`src/sv/kcc_pkg.sv`:
```
package kcc_pkg;

  // Field widths fixed by the item format.
  localparam int unsigned KeyW   = 3;
  localparam int unsigned CodeW  = 5;
  localparam int unsigned TicksW = 16;
  localparam int unsigned DataW  = 32;
  localparam int unsigned AddrW  = 3;

  localparam int unsigned QueueDepthDefault = 16;

  // Item operation codes.
  localparam logic OP_TICK = 1'b0;
  localparam logic OP_READ = 1'b1;

  // Register indexes, taken from paddr[2].
  localparam logic REG_LONG_PRESS = 1'b0;
  localparam logic REG_DOUBLE_GAP = 1'b1;

  localparam logic [TicksW-1:0] LONG_PRESS_RESET = 16'd80;
  localparam logic [TicksW-1:0] DOUBLE_GAP_RESET = 16'd25;

  localparam logic [CodeW-1:0] LONG_OFFSET   = 5'd10;
  localparam logic [CodeW-1:0] DOUBLE_OFFSET = 5'd20;

  typedef enum logic [2:0] {
    PH_IDLE        = 3'd0,
    PH_DEBOUNCE    = 3'd1,
    PH_HELD        = 3'd2,
    PH_LONG_HELD   = 3'd3,
    PH_GAP         = 3'd4,
    PH_SECOND      = 3'd5,
    PH_DOUBLE_HELD = 3'd6
  } phase_e;

  // Event handed from the classifier to the queue.
  typedef struct packed {
    logic             valid;
    logic [CodeW-1:0] code;
  } push_t;

endpackage

```
`src/sv/kcc_classifier.sv`:
```
module kcc_classifier (
  input  logic                       clk_i,
  input  logic                       rst_ni,
  input  logic                       tick_en_i,
  input  logic [kcc_pkg::KeyW-1:0]   key_i,
  input  logic [kcc_pkg::TicksW-1:0] long_press_ticks_i,
  input  logic [kcc_pkg::TicksW-1:0] double_gap_ticks_i,
  output kcc_pkg::push_t             push_o
);
  import kcc_pkg::*;

  phase_e            phase_q, phase_d;
  logic [KeyW-1:0]   key_q, key_d;
  logic [TicksW-1:0] ticks_q, ticks_d;
  logic [TicksW-1:0] ticks_inc;
  logic [CodeW-1:0]  key_code;

  assign ticks_inc = ticks_q + 16'd1;
  assign key_code  = {2'b00, key_q};

  // Next state.
  always_comb begin
    phase_d = phase_q;
    key_d   = key_q;
    ticks_d = ticks_q;
    if (tick_en_i) begin
      unique case (phase_q)
        PH_IDLE: begin
          if (key_i != '0) begin
            key_d   = key_i;
            phase_d = PH_DEBOUNCE;
          end
        end
        PH_DEBOUNCE: begin
          if (key_i == key_q) begin
            phase_d = PH_HELD;
            ticks_d = '0;
          end else begin
            phase_d = PH_IDLE;
          end
        end
        PH_HELD: begin
          if (key_i == key_q) begin
            ticks_d = ticks_inc;
            if (ticks_inc >= long_press_ticks_i) begin
              phase_d = PH_LONG_HELD;
            end
          end else if (key_i == '0) begin
            ticks_d = '0;
            phase_d = PH_GAP;
          end else begin
            key_d   = key_i;
            phase_d = PH_DEBOUNCE;
          end
        end
        PH_LONG_HELD, PH_DOUBLE_HELD: begin
          if (key_i == '0) begin
            phase_d = PH_IDLE;
          end
        end
        PH_GAP: begin
          if (key_i == '0) begin
            ticks_d = ticks_inc;
            if (ticks_inc >= double_gap_ticks_i) begin
              phase_d = PH_IDLE;
            end
          end else if (key_i == key_q) begin
            phase_d = PH_SECOND;
          end else begin
            key_d   = key_i;
            phase_d = PH_DEBOUNCE;
          end
        end
        PH_SECOND: begin
          if (key_i == key_q) begin
            phase_d = PH_DOUBLE_HELD;
          end else begin
            phase_d = PH_GAP;
          end
        end
        default: begin
          phase_d = PH_IDLE;
        end
      endcase
    end
  end

  // Event output.
  always_comb begin
    push_o.valid = 1'b0;
    push_o.code  = key_code;
    if (tick_en_i) begin
      unique case (phase_q)
        PH_HELD: begin
          if (key_i == key_q) begin
            if (ticks_inc >= long_press_ticks_i) begin
              push_o.valid = 1'b1;
              push_o.code  = key_code + LONG_OFFSET;
            end
          end else if (key_i != '0) begin
            push_o.valid = 1'b1;
          end
        end
        PH_GAP: begin
          if (key_i == '0) begin
            push_o.valid = (ticks_inc >= double_gap_ticks_i);
          end else if (key_i != key_q) begin
            push_o.valid = 1'b1;
          end
        end
        PH_SECOND: begin
          if (key_i == key_q) begin
            push_o.valid = 1'b1;
            push_o.code  = key_code + DOUBLE_OFFSET;
          end
        end
        default: begin
          push_o.valid = 1'b0;
        end
      endcase
    end
  end

  always_ff @(posedge clk_i or negedge rst_ni) begin
    if (!rst_ni) begin
      phase_q <= PH_IDLE;
      key_q   <= '0;
      ticks_q <= '0;
    end else begin
      phase_q <= phase_d;
      key_q   <= key_d;
      ticks_q <= ticks_d;
    end
  end

  // Events come only out of a held, gap or second-press phase.
  assert property (@(posedge clk_i) disable iff (!rst_ni)
    push_o.valid |-> (phase_q == PH_HELD || phase_q == PH_GAP || phase_q == PH_SECOND))
    else $error("event pushed from an unexpected phase");

endmodule

```
`src/sv/kcc_event_queue.sv`:
```
module kcc_event_queue #(
  parameter int unsigned QueueDepth = kcc_pkg::QueueDepthDefault
) (
  input  logic                      clk_i,
  input  logic                      rst_ni,
  input  kcc_pkg::push_t            push_i,
  input  logic                      load_i,
  input  logic                      read_en_i,
  output logic                      event_valid_o,
  output logic [kcc_pkg::CodeW-1:0] event_code_o
);
  import kcc_pkg::*;

  localparam int unsigned PtrW = (QueueDepth > 1) ? $clog2(QueueDepth) : 1;
  localparam logic [PtrW-1:0] LastSlot = PtrW'(QueueDepth - 1);

  logic [CodeW-1:0] mem_q [QueueDepth];
  logic [PtrW-1:0]  wr_q, wr_d, rd_q, rd_d;
  logic [PtrW-1:0]  wr_next, rd_next;
  logic             full, empty, do_push, do_pop;
  logic             valid_q;
  logic [CodeW-1:0] code_q;

  assign wr_next = (wr_q == LastSlot) ? '0 : wr_q + PtrW'(1);
  assign rd_next = (rd_q == LastSlot) ? '0 : rd_q + PtrW'(1);
  assign full    = (wr_next == rd_q);
  assign empty   = (wr_q == rd_q);
  // One slot always stays free, so a full queue drops the new event.
  assign do_push = push_i.valid && !full;
  assign do_pop  = load_i && read_en_i && !empty;
  assign wr_d    = do_push ? wr_next : wr_q;
  assign rd_d    = do_pop ? rd_next : rd_q;

  always_ff @(posedge clk_i) begin
    if (do_push) begin
      mem_q[wr_q] <= push_i.code;
    end
  end

  always_ff @(posedge clk_i) begin
    if (load_i) begin
      if (do_pop) begin
        code_q <= mem_q[rd_q];
      end else begin
        code_q <= '0;
      end
    end
  end

  always_ff @(posedge clk_i or negedge rst_ni) begin
    if (!rst_ni) begin
      wr_q    <= '0;
      rd_q    <= '0;
      valid_q <= 1'b0;
    end else begin
      wr_q <= wr_d;
      rd_q <= rd_d;
      if (load_i) begin
        valid_q <= do_pop;
      end
    end
  end

  assign event_valid_o = valid_q;
  assign event_code_o  = code_q;

  assert property (@(posedge clk_i) disable iff (!rst_ni)
    do_push |=> (wr_q != rd_q))
    else $error("queue looks empty right after a push");

  assert property (@(posedge clk_i) disable iff (!rst_ni)
    (load_i && read_en_i && empty) |=> (!event_valid_o && $stable(rd_q)))
    else $error("read of an empty queue returned an event");

endmodule

```
`src/sv/key_click_classifier_with_event_fifo_unit.sv`:
```
// Key click classifier with event queue. Every input item is either a tick carrying the
// pressed key code (0 none, 1 to 7) or a read. Ticks drive a debounce/long/double-click
// state machine that pushes short (k), long (k+10) or double (k+20) events into a ring
// queue of QueueDepth slots with one slot kept free; a new event is dropped when it is
// full. Every item gives exactly one result: a read returns the oldest event with
// event_valid 1, or valid 0 and code 0 when the queue is empty; a tick returns zeros.
// One item is accepted per cycle while in_stall_o is low; each item is held in the input
// register and its result is then loaded into the output register.
// Registers: long_press_ticks at address 0 (reset 80), double_gap_ticks at 4 (reset 25).
module key_click_classifier_with_event_fifo_unit #(
  parameter int unsigned QueueDepth = kcc_pkg::QueueDepthDefault
) (
  input  logic                      clk_i,
  input  logic                      rst_ni,
  input  logic                      in_valid_i,
  output logic                      in_stall_o,
  input  logic                      operation_i,
  input  logic [kcc_pkg::KeyW-1:0]  key_sample_i,
  output logic                      out_valid_o,
  input  logic                      out_stall_i,
  output logic                      event_valid_o,
  output logic [kcc_pkg::CodeW-1:0] event_code_o,
  input  logic                      psel,
  input  logic                      penable,
  input  logic                      pwrite,
  input  logic [kcc_pkg::AddrW-1:0] paddr,
  input  logic [kcc_pkg::DataW-1:0] pwdata,
  output logic [kcc_pkg::DataW-1:0] prdata,
  output logic                      pready
);
  import kcc_pkg::*;

  logic              in_valid_q;
  logic              op_q;
  logic [KeyW-1:0]   key_q;
  logic              out_valid_q;
  logic              advance;
  logic              accept;
  logic [TicksW-1:0] long_press_q;
  logic [TicksW-1:0] double_gap_q;
  logic              cfg_write;
  push_t             push;

  assign pready    = 1'b1;
  assign cfg_write = psel && penable && pwrite;

  always_comb begin
    unique case (paddr[2])
      REG_LONG_PRESS: prdata = {16'd0, long_press_q};
      REG_DOUBLE_GAP: prdata = {16'd0, double_gap_q};
      default:        prdata = '0;
    endcase
  end

  always_ff @(posedge clk_i or negedge rst_ni) begin
    if (!rst_ni) begin
      long_press_q <= LONG_PRESS_RESET;
      double_gap_q <= DOUBLE_GAP_RESET;
    end else if (cfg_write) begin
      if (paddr[2] == REG_LONG_PRESS) begin
        long_press_q <= pwdata[TicksW-1:0];
      end else begin
        double_gap_q <= pwdata[TicksW-1:0];
      end
    end
  end

  // The item in the input register moves on whenever the result register is free
  // or being emptied in the same cycle.
  assign advance    = in_valid_q && (!out_valid_q || !out_stall_i);
  assign in_stall_o = in_valid_q && !advance;
  assign accept     = in_valid_i && !in_stall_o;

  always_ff @(posedge clk_i or negedge rst_ni) begin
    if (!rst_ni) begin
      in_valid_q  <= 1'b0;
      out_valid_q <= 1'b0;
    end else begin
      if (accept) begin
        in_valid_q <= 1'b1;
      end else if (advance) begin
        in_valid_q <= 1'b0;
      end
      if (advance) begin
        out_valid_q <= 1'b1;
      end else if (!out_stall_i) begin
        out_valid_q <= 1'b0;
      end
    end
  end

  always_ff @(posedge clk_i) begin
    if (accept) begin
      op_q  <= operation_i;
      key_q <= key_sample_i;
    end
  end

  kcc_classifier u_classifier (
    .clk_i              (clk_i),
    .rst_ni             (rst_ni),
    .tick_en_i          (advance && (op_q == OP_TICK)),
    .key_i              (key_q),
    .long_press_ticks_i (long_press_q),
    .double_gap_ticks_i (double_gap_q),
    .push_o             (push)
  );

  kcc_event_queue #(
    .QueueDepth (QueueDepth)
  ) u_event_queue (
    .clk_i         (clk_i),
    .rst_ni        (rst_ni),
    .push_i        (push),
    .load_i        (advance),
    .read_en_i     (op_q == OP_READ),
    .event_valid_o (event_valid_o),
    .event_code_o  (event_code_o)
  );

  assign out_valid_o = out_valid_q;

  assert property (@(posedge clk_i) disable iff (!rst_ni)
    advance |=> out_valid_q)
    else $error("processed item produced no result");

  assert property (@(posedge clk_i) disable iff (!rst_ni)
    (in_valid_q && !out_valid_q) |-> !in_stall_o)
    else $error("input stalled while the result register is empty");

endmodule
```
`config.mk`:
```
export PLATFORM = sky130hd
export DESIGN_NAME = key_click_classifier_with_event_fifo_unit
export DESIGN_NICKNAME = d
export VERILOG_FILES = /design/src/sv/kcc_pkg.sv /design/src/sv/kcc_classifier.sv /design/src/sv/kcc_event_queue.sv /design/src/sv/key_click_classifier_with_event_fifo_unit.sv
export SDC_FILE = /design/constraint.sdc
export NUM_CORES = 1
export LEC_CHECK = 0
export BUFFER_PORTS_ARGS = -buffer_cell sky130_fd_sc_hd__clkbuf_2
export CORE_ASPECT_RATIO = 2
export CORE_MARGIN = 2
export CORE_UTILIZATION = 53
export CTS_BUF_LIST = sky130_fd_sc_hd__clkbuf_16
export DETAILED_ROUTE_END_ITERATION = 10
export HOLD_SLACK_MARGIN = 0.12
export PLACE_DENSITY = 0.76
export SETUP_SLACK_MARGIN = 0.05
export SYNTH_ARGS = -nofsm -noshare
export SYNTH_HDL_FRONTEND = slang
export SYNTH_SLANG_ARGS = --single-unit
```
`constraint.sdc`:
```
create_clock -name clk_i -period 3.95 [get_ports clk_i]
set_input_delay 1.185 -clock clk_i [delete_from_list [all_inputs] [get_ports clk_i]]
set_output_delay 1.185 -clock clk_i [all_outputs]
set_load 0.02 [all_outputs]
```
==> insert_results.sql <==
INSERT INTO impl_metrics (metric_group, metric, value, unit) VALUES
('synthesis', 'number_of_different_library_cells_in_the_post_synthesis_netlist', '64', ''),
('synthesis', 'synth_top_cells_by_count', 'sky130_fd_sc_hd__edfxtp_1, sky130_fd_sc_hd__dfrtp_1, sky130_fd_sc_hd__nand2_1', ''),
('die', 'start_util', '0.5422', ''),
('worst_setup_path', 'critPathRequiredTime', '4070', 'ps'),
('worst_setup_path', 'r2r_start', 'u_classifier.ticks_q[3]$_DFFE_PN0P_', ''),
('synthesis', 'yosysWarnings', '0', ''),
('synthesis', 'fraction_of_synthesized_cell_area_in_xor_and_xnor_cells', '0.03052', ''),
('die', 'floorplan.core_area', '14820', 'um^2'),
('drt', 'drt-vias-per-instance', '5.756', ''),
('finish', 'layout.nets', '836', ''),
('drt', 'avgRoutedWirePerCell', '18.76', 'um'),
('synthesis', 'synth_compound_gate_area_share', '0.1051', ''),
('clock_tree', 'clock_buffer_depth', '2', ''),
('placement', 'dp_hpwl', '13050', 'um'),
('worst_setup_path', 'crit_fanout', '8', ''),
('status', 'run_status', 'finished, final reports clean', ''),
('clock_tree', 'cts_root_buf', 'sky130_fd_sc_hd__clkbuf_16', ''),
('synthesis', 'ys_seq_elements', '154', ''),
('worst_setup_path', 'worst_path_largest_cell_delay', '420', 'ps'),
('clock_tree', 'worst_setup_hold_path_clk_slew', '70', 'ps'),
('global_routing', 'initial_antenna_violation_count', '0', ''),
('power', 'max_ir_drop_vdd', '0.4189', 'mV'),
('synthesis', 'most_used_standard_cell_by_instance_count_after_synthesis', 'sky130_fd_sc_hd__edfxtp_1', ''),
('sta', 'timing.max_slew.rel_slack', '0.3675', ''),
('sta', 'finalSetupTns', '0', 'ps'),
('clock_tree', 'htree_num_levels', '4', ''),
('synthesis', 'synth_top_cell_by_area', 'sky130_fd_sc_hd__edfxtp_1', ''),
('synthesis', 'synth_top_family_by_area', 'multiplexers', ''),
('synthesis', 'share_of_the_yosys_chip_area_belonging_to_registers', '0.5358', ''),
('global_routing', 'grt_start_max_net_pins', '44', ''),
('global_routing', 'grt_pass1_wl', '28610', 'um'),
('finish', 'multi_input_combinational_cell_area', '3531', 'um^2'),
('sta', 'finalHoldViolCount', '0', ''),
('worst_setup_path', 'critical_path.endpoint_type', 'flip-flop', ''),
('synthesis', 'synth.mux.area_fraction', '0.1113', ''),
('synthesis', 'avg_synthesized_cell_area', '12.06', 'um^2'),
('synthesis', 'syn_inst', '666', ''),
('synthesis', 'synth_top_cell_area_share', '0.3326', ''),
('global_routing', 'global_route_usage_sum', '0.2281', ''),
('drt', 'drt.antenna.violating_nets', '0', ''),
('clock_tree', 'worst_skew_pair_later_pin_latency', '420', 'ps'),
('sta', 'setup_viol_count_final', '0', ''),
('synthesis', 'synth_adder_area_share', '0.06213', ''),
('clock_tree', 'cts_tree', 'built', ''),
('global_routing', 'number_of_global_route_vias_before_repair', '5910', ''),
('sta', 'tightestPinTransition', '945.9', 'ps'),
('worst_hold_path', 'min-delay-start', 'in_valid_q$_DFFE_PN0P_', ''),
('power', 'cell_area_power_density', '536.6', 'nW/um^2'),
('sta', 'part_of_the_cycle_the_worst_path_needs', '0.9421', ''),
('finish', 'area.sequential', '4305', 'um^2'),
('drt', 'drt_drc_violations_left', '0', ''),
('drt', 'detailedRoute.firstPassIterationCount', '6', ''),
('drt', 'route.final.wire_length', '17990', 'um'),
('finish', 'nFillCells', '1135', ''),
('global_routing', 'grt-ovfl-total', '0', ''),
('clock_tree', 'clock_sinks', '154', ''),
('synthesis', 'post_synth_and_or_nand_nor_area_fraction', '0.1023', ''),
('finish', 'area.growth.synth_to_final', '17.56', '%'),
('placement', 'io_buffers', '51', ''),
('job', 'cap_viol_max_count', '0', ''),
('synthesis', 'synth_enable_flop_cells', '89', ''),
('sta', 'timing.final.max_slew_violations', '0', ''),
('sta', 'clock_skew', '10.91', 'ps'),
('clock_tree', 'numCtsBuffers', '17', ''),
('sta', 'final.min_clock_period', '3721', 'ps'),
('worst_setup_path', 'worstPathCellList', 'and3_1, and3_2, nand2_2, buf_4, nor2_1, xor2_1, buf_4, ha_1, nand4_1, or3_1, o31ai_2, o21ai_1, o211ai_2, and2_4, and3_2', ''),
('finish', 'final_layout_size_suffix_gt1_frac', '0.2932', ''),
('die', 'design.portCount', '87', ''),
('clock_tree', 'hold_buffers', '0', ''),
('worst_setup_path', 'launch_point_of_the_worst_path', 'u_classifier.ticks_q[3]$_DFFE_PN0P_', ''),
('worst_setup_path', 'cp.arrival', '3840', 'ps');
[power breakdown]
| part | switching, uW | leakage (uW) | internal, uW |
|---|---|---|---|
| clock | 706 | 0.000301 | 955 |
| combinational | 734 | 0.00209 | 543 |
| sequential | 211 | 0.00170 | 1920 |
[worst max-delay path, delay by kind of cell (launching register included)]
family / cells / cell delay, ps
simple gates: 8 / 1760
compound gates: 3 / 470
flops: 1 / 380
fa+ha+maj: 1 / 310
buf+inv: 2 / 290
xor+xnor: 1 / 180
[cell usage in the layout (no fill, tap or decap), types with 5 or more instances in the layout]
master,n
sky130_fd_sc_hd__a21oi_1,26
sky130_fd_sc_hd__a22oi_1,5
sky130_fd_sc_hd__a31oi_1,5
sky130_fd_sc_hd__and2_1,7
sky130_fd_sc_hd__and3_1,5
sky130_fd_sc_hd__and3_2,15
sky130_fd_sc_hd__buf_4,43
sky130_fd_sc_hd__clkbuf_16,17
sky130_fd_sc_hd__clkbuf_2,50
sky130_fd_sc_hd__conb_1,17
sky130_fd_sc_hd__dfrtp_1,60
sky130_fd_sc_hd__dfstp_2,5
sky130_fd_sc_hd__edfxtp_1,89
sky130_fd_sc_hd__ha_1,39
sky130_fd_sc_hd__inv_1,41
sky130_fd_sc_hd__inv_6,7
sky130_fd_sc_hd__mux2_1,5
sky130_fd_sc_hd__mux2_2,36
sky130_fd_sc_hd__mux2i_1,14
sky130_fd_sc_hd__mux4_2,13
sky130_fd_sc_hd__nand2_1,45
sky130_fd_sc_hd__nand2b_1,14
sky130_fd_sc_hd__nand3_1,18
sky130_fd_sc_hd__nand4_1,8
sky130_fd_sc_hd__nor2_1,19
sky130_fd_sc_hd__nor3_1,5
sky130_fd_sc_hd__o21ai_0,36
sky130_fd_sc_hd__o21ai_1,12
sky130_fd_sc_hd__o31ai_1,9
sky130_fd_sc_hd__xnor2_1,18
sky130_fd_sc_hd__xor2_1,7
[path summary, 6_finish.rpt]
check,slack [ps],cells after the start,to
min in group asynchronous,730,1,long_press_q[2]$_DFFE_PN0P_
worst min-delay path,500,1,out_valid_o$_DFFE_PN0P_
max in group asynchronous,2260,2,u_classifier.ticks_q[6]$_DFFE_PN0P_
worst max register to register,230,15,u_event_queue.mem_q[15][0]$_DFFE_PP_
worst max-delay path,230,15,u_event_queue.mem_q[15][0]$_DFFE_PP_
worst min register to register,500,1,out_valid_o$_DFFE_PN0P_
[per-stage QoR]
step / instances / utilization / hold WS (ps) / worst slack (ps) / area (um^2)
floorplan: 681 / - / 449.2 / 233.7 / 8104
global placement: 920 / 0.5828 / 458.1 / -272.2 / 8637
detailed placement: 920 / 0.5828 / 485.8 / -391.1 / 8637
CTS: 955 / 0.6316 / 502.2 / 32.66 / 9360
global route: 959 / 0.6375 / 506.1 / 32.21 / 9447
finish: 959 / 0.6375 / 496.4 / 228.7 / 9447
[final cells by class]
cell class / count / share of cell area
clock inverters: 15 / 0.01828
inverters: 40 / 0.01589
clock buffers: 17 / 0.04503
well taps: 195 / 0.02583
multi-input cells: 442 / 0.3738
repair buffers: 96 / 0.06543
flip-flops and latches: 154 / 0.4558
[kinds of logic after synthesis]
logic type / Yosys count
simple gates: 159
fa+ha+maj: 40
compound gates: 128
xor+xnor: 28
flops: 154
mux: 68
buf+inv: 87
other cells: 2
[per-layer routing]
layer	wire length [um]	global-route usage	part of all wire	up-vias
met5	0	0	0	-
met4	929	0.1484	0.052	0
met3	501	0.03126	0.028	66
met2	10730	0.4546	0.60	172
met1	5834	0.2079	0.32	2694
li1	-	-	-	2588
[what timing repair did]
action | in CTS | in global routing
setup buffers | 3 | 2
hold endpoints to repair | 0 | 0
setup endpoints to repair | 130 | 149
gates resized for setup | 24 | 10
cloned | 0 | 2
pin swaps | 3 | 6
[state kept, by name, summed over array words and instances (netlist names)]
name                         flops
double_gap_q                    16
in_valid_q                       1
key_q                            3
long_press_q                    16
op_q                             1
out_valid_o                      1
u_classifier.key_q               3
u_classifier.phase_q             3
u_classifier.ticks_q            16
u_event_queue.event_code_o       5
u_event_queue.event_valid_o      1
u_event_queue.mem_q             80
u_event_queue.rd_q               4
u_event_queue.wr_q               4
Power figures use the tool's default switching activity.
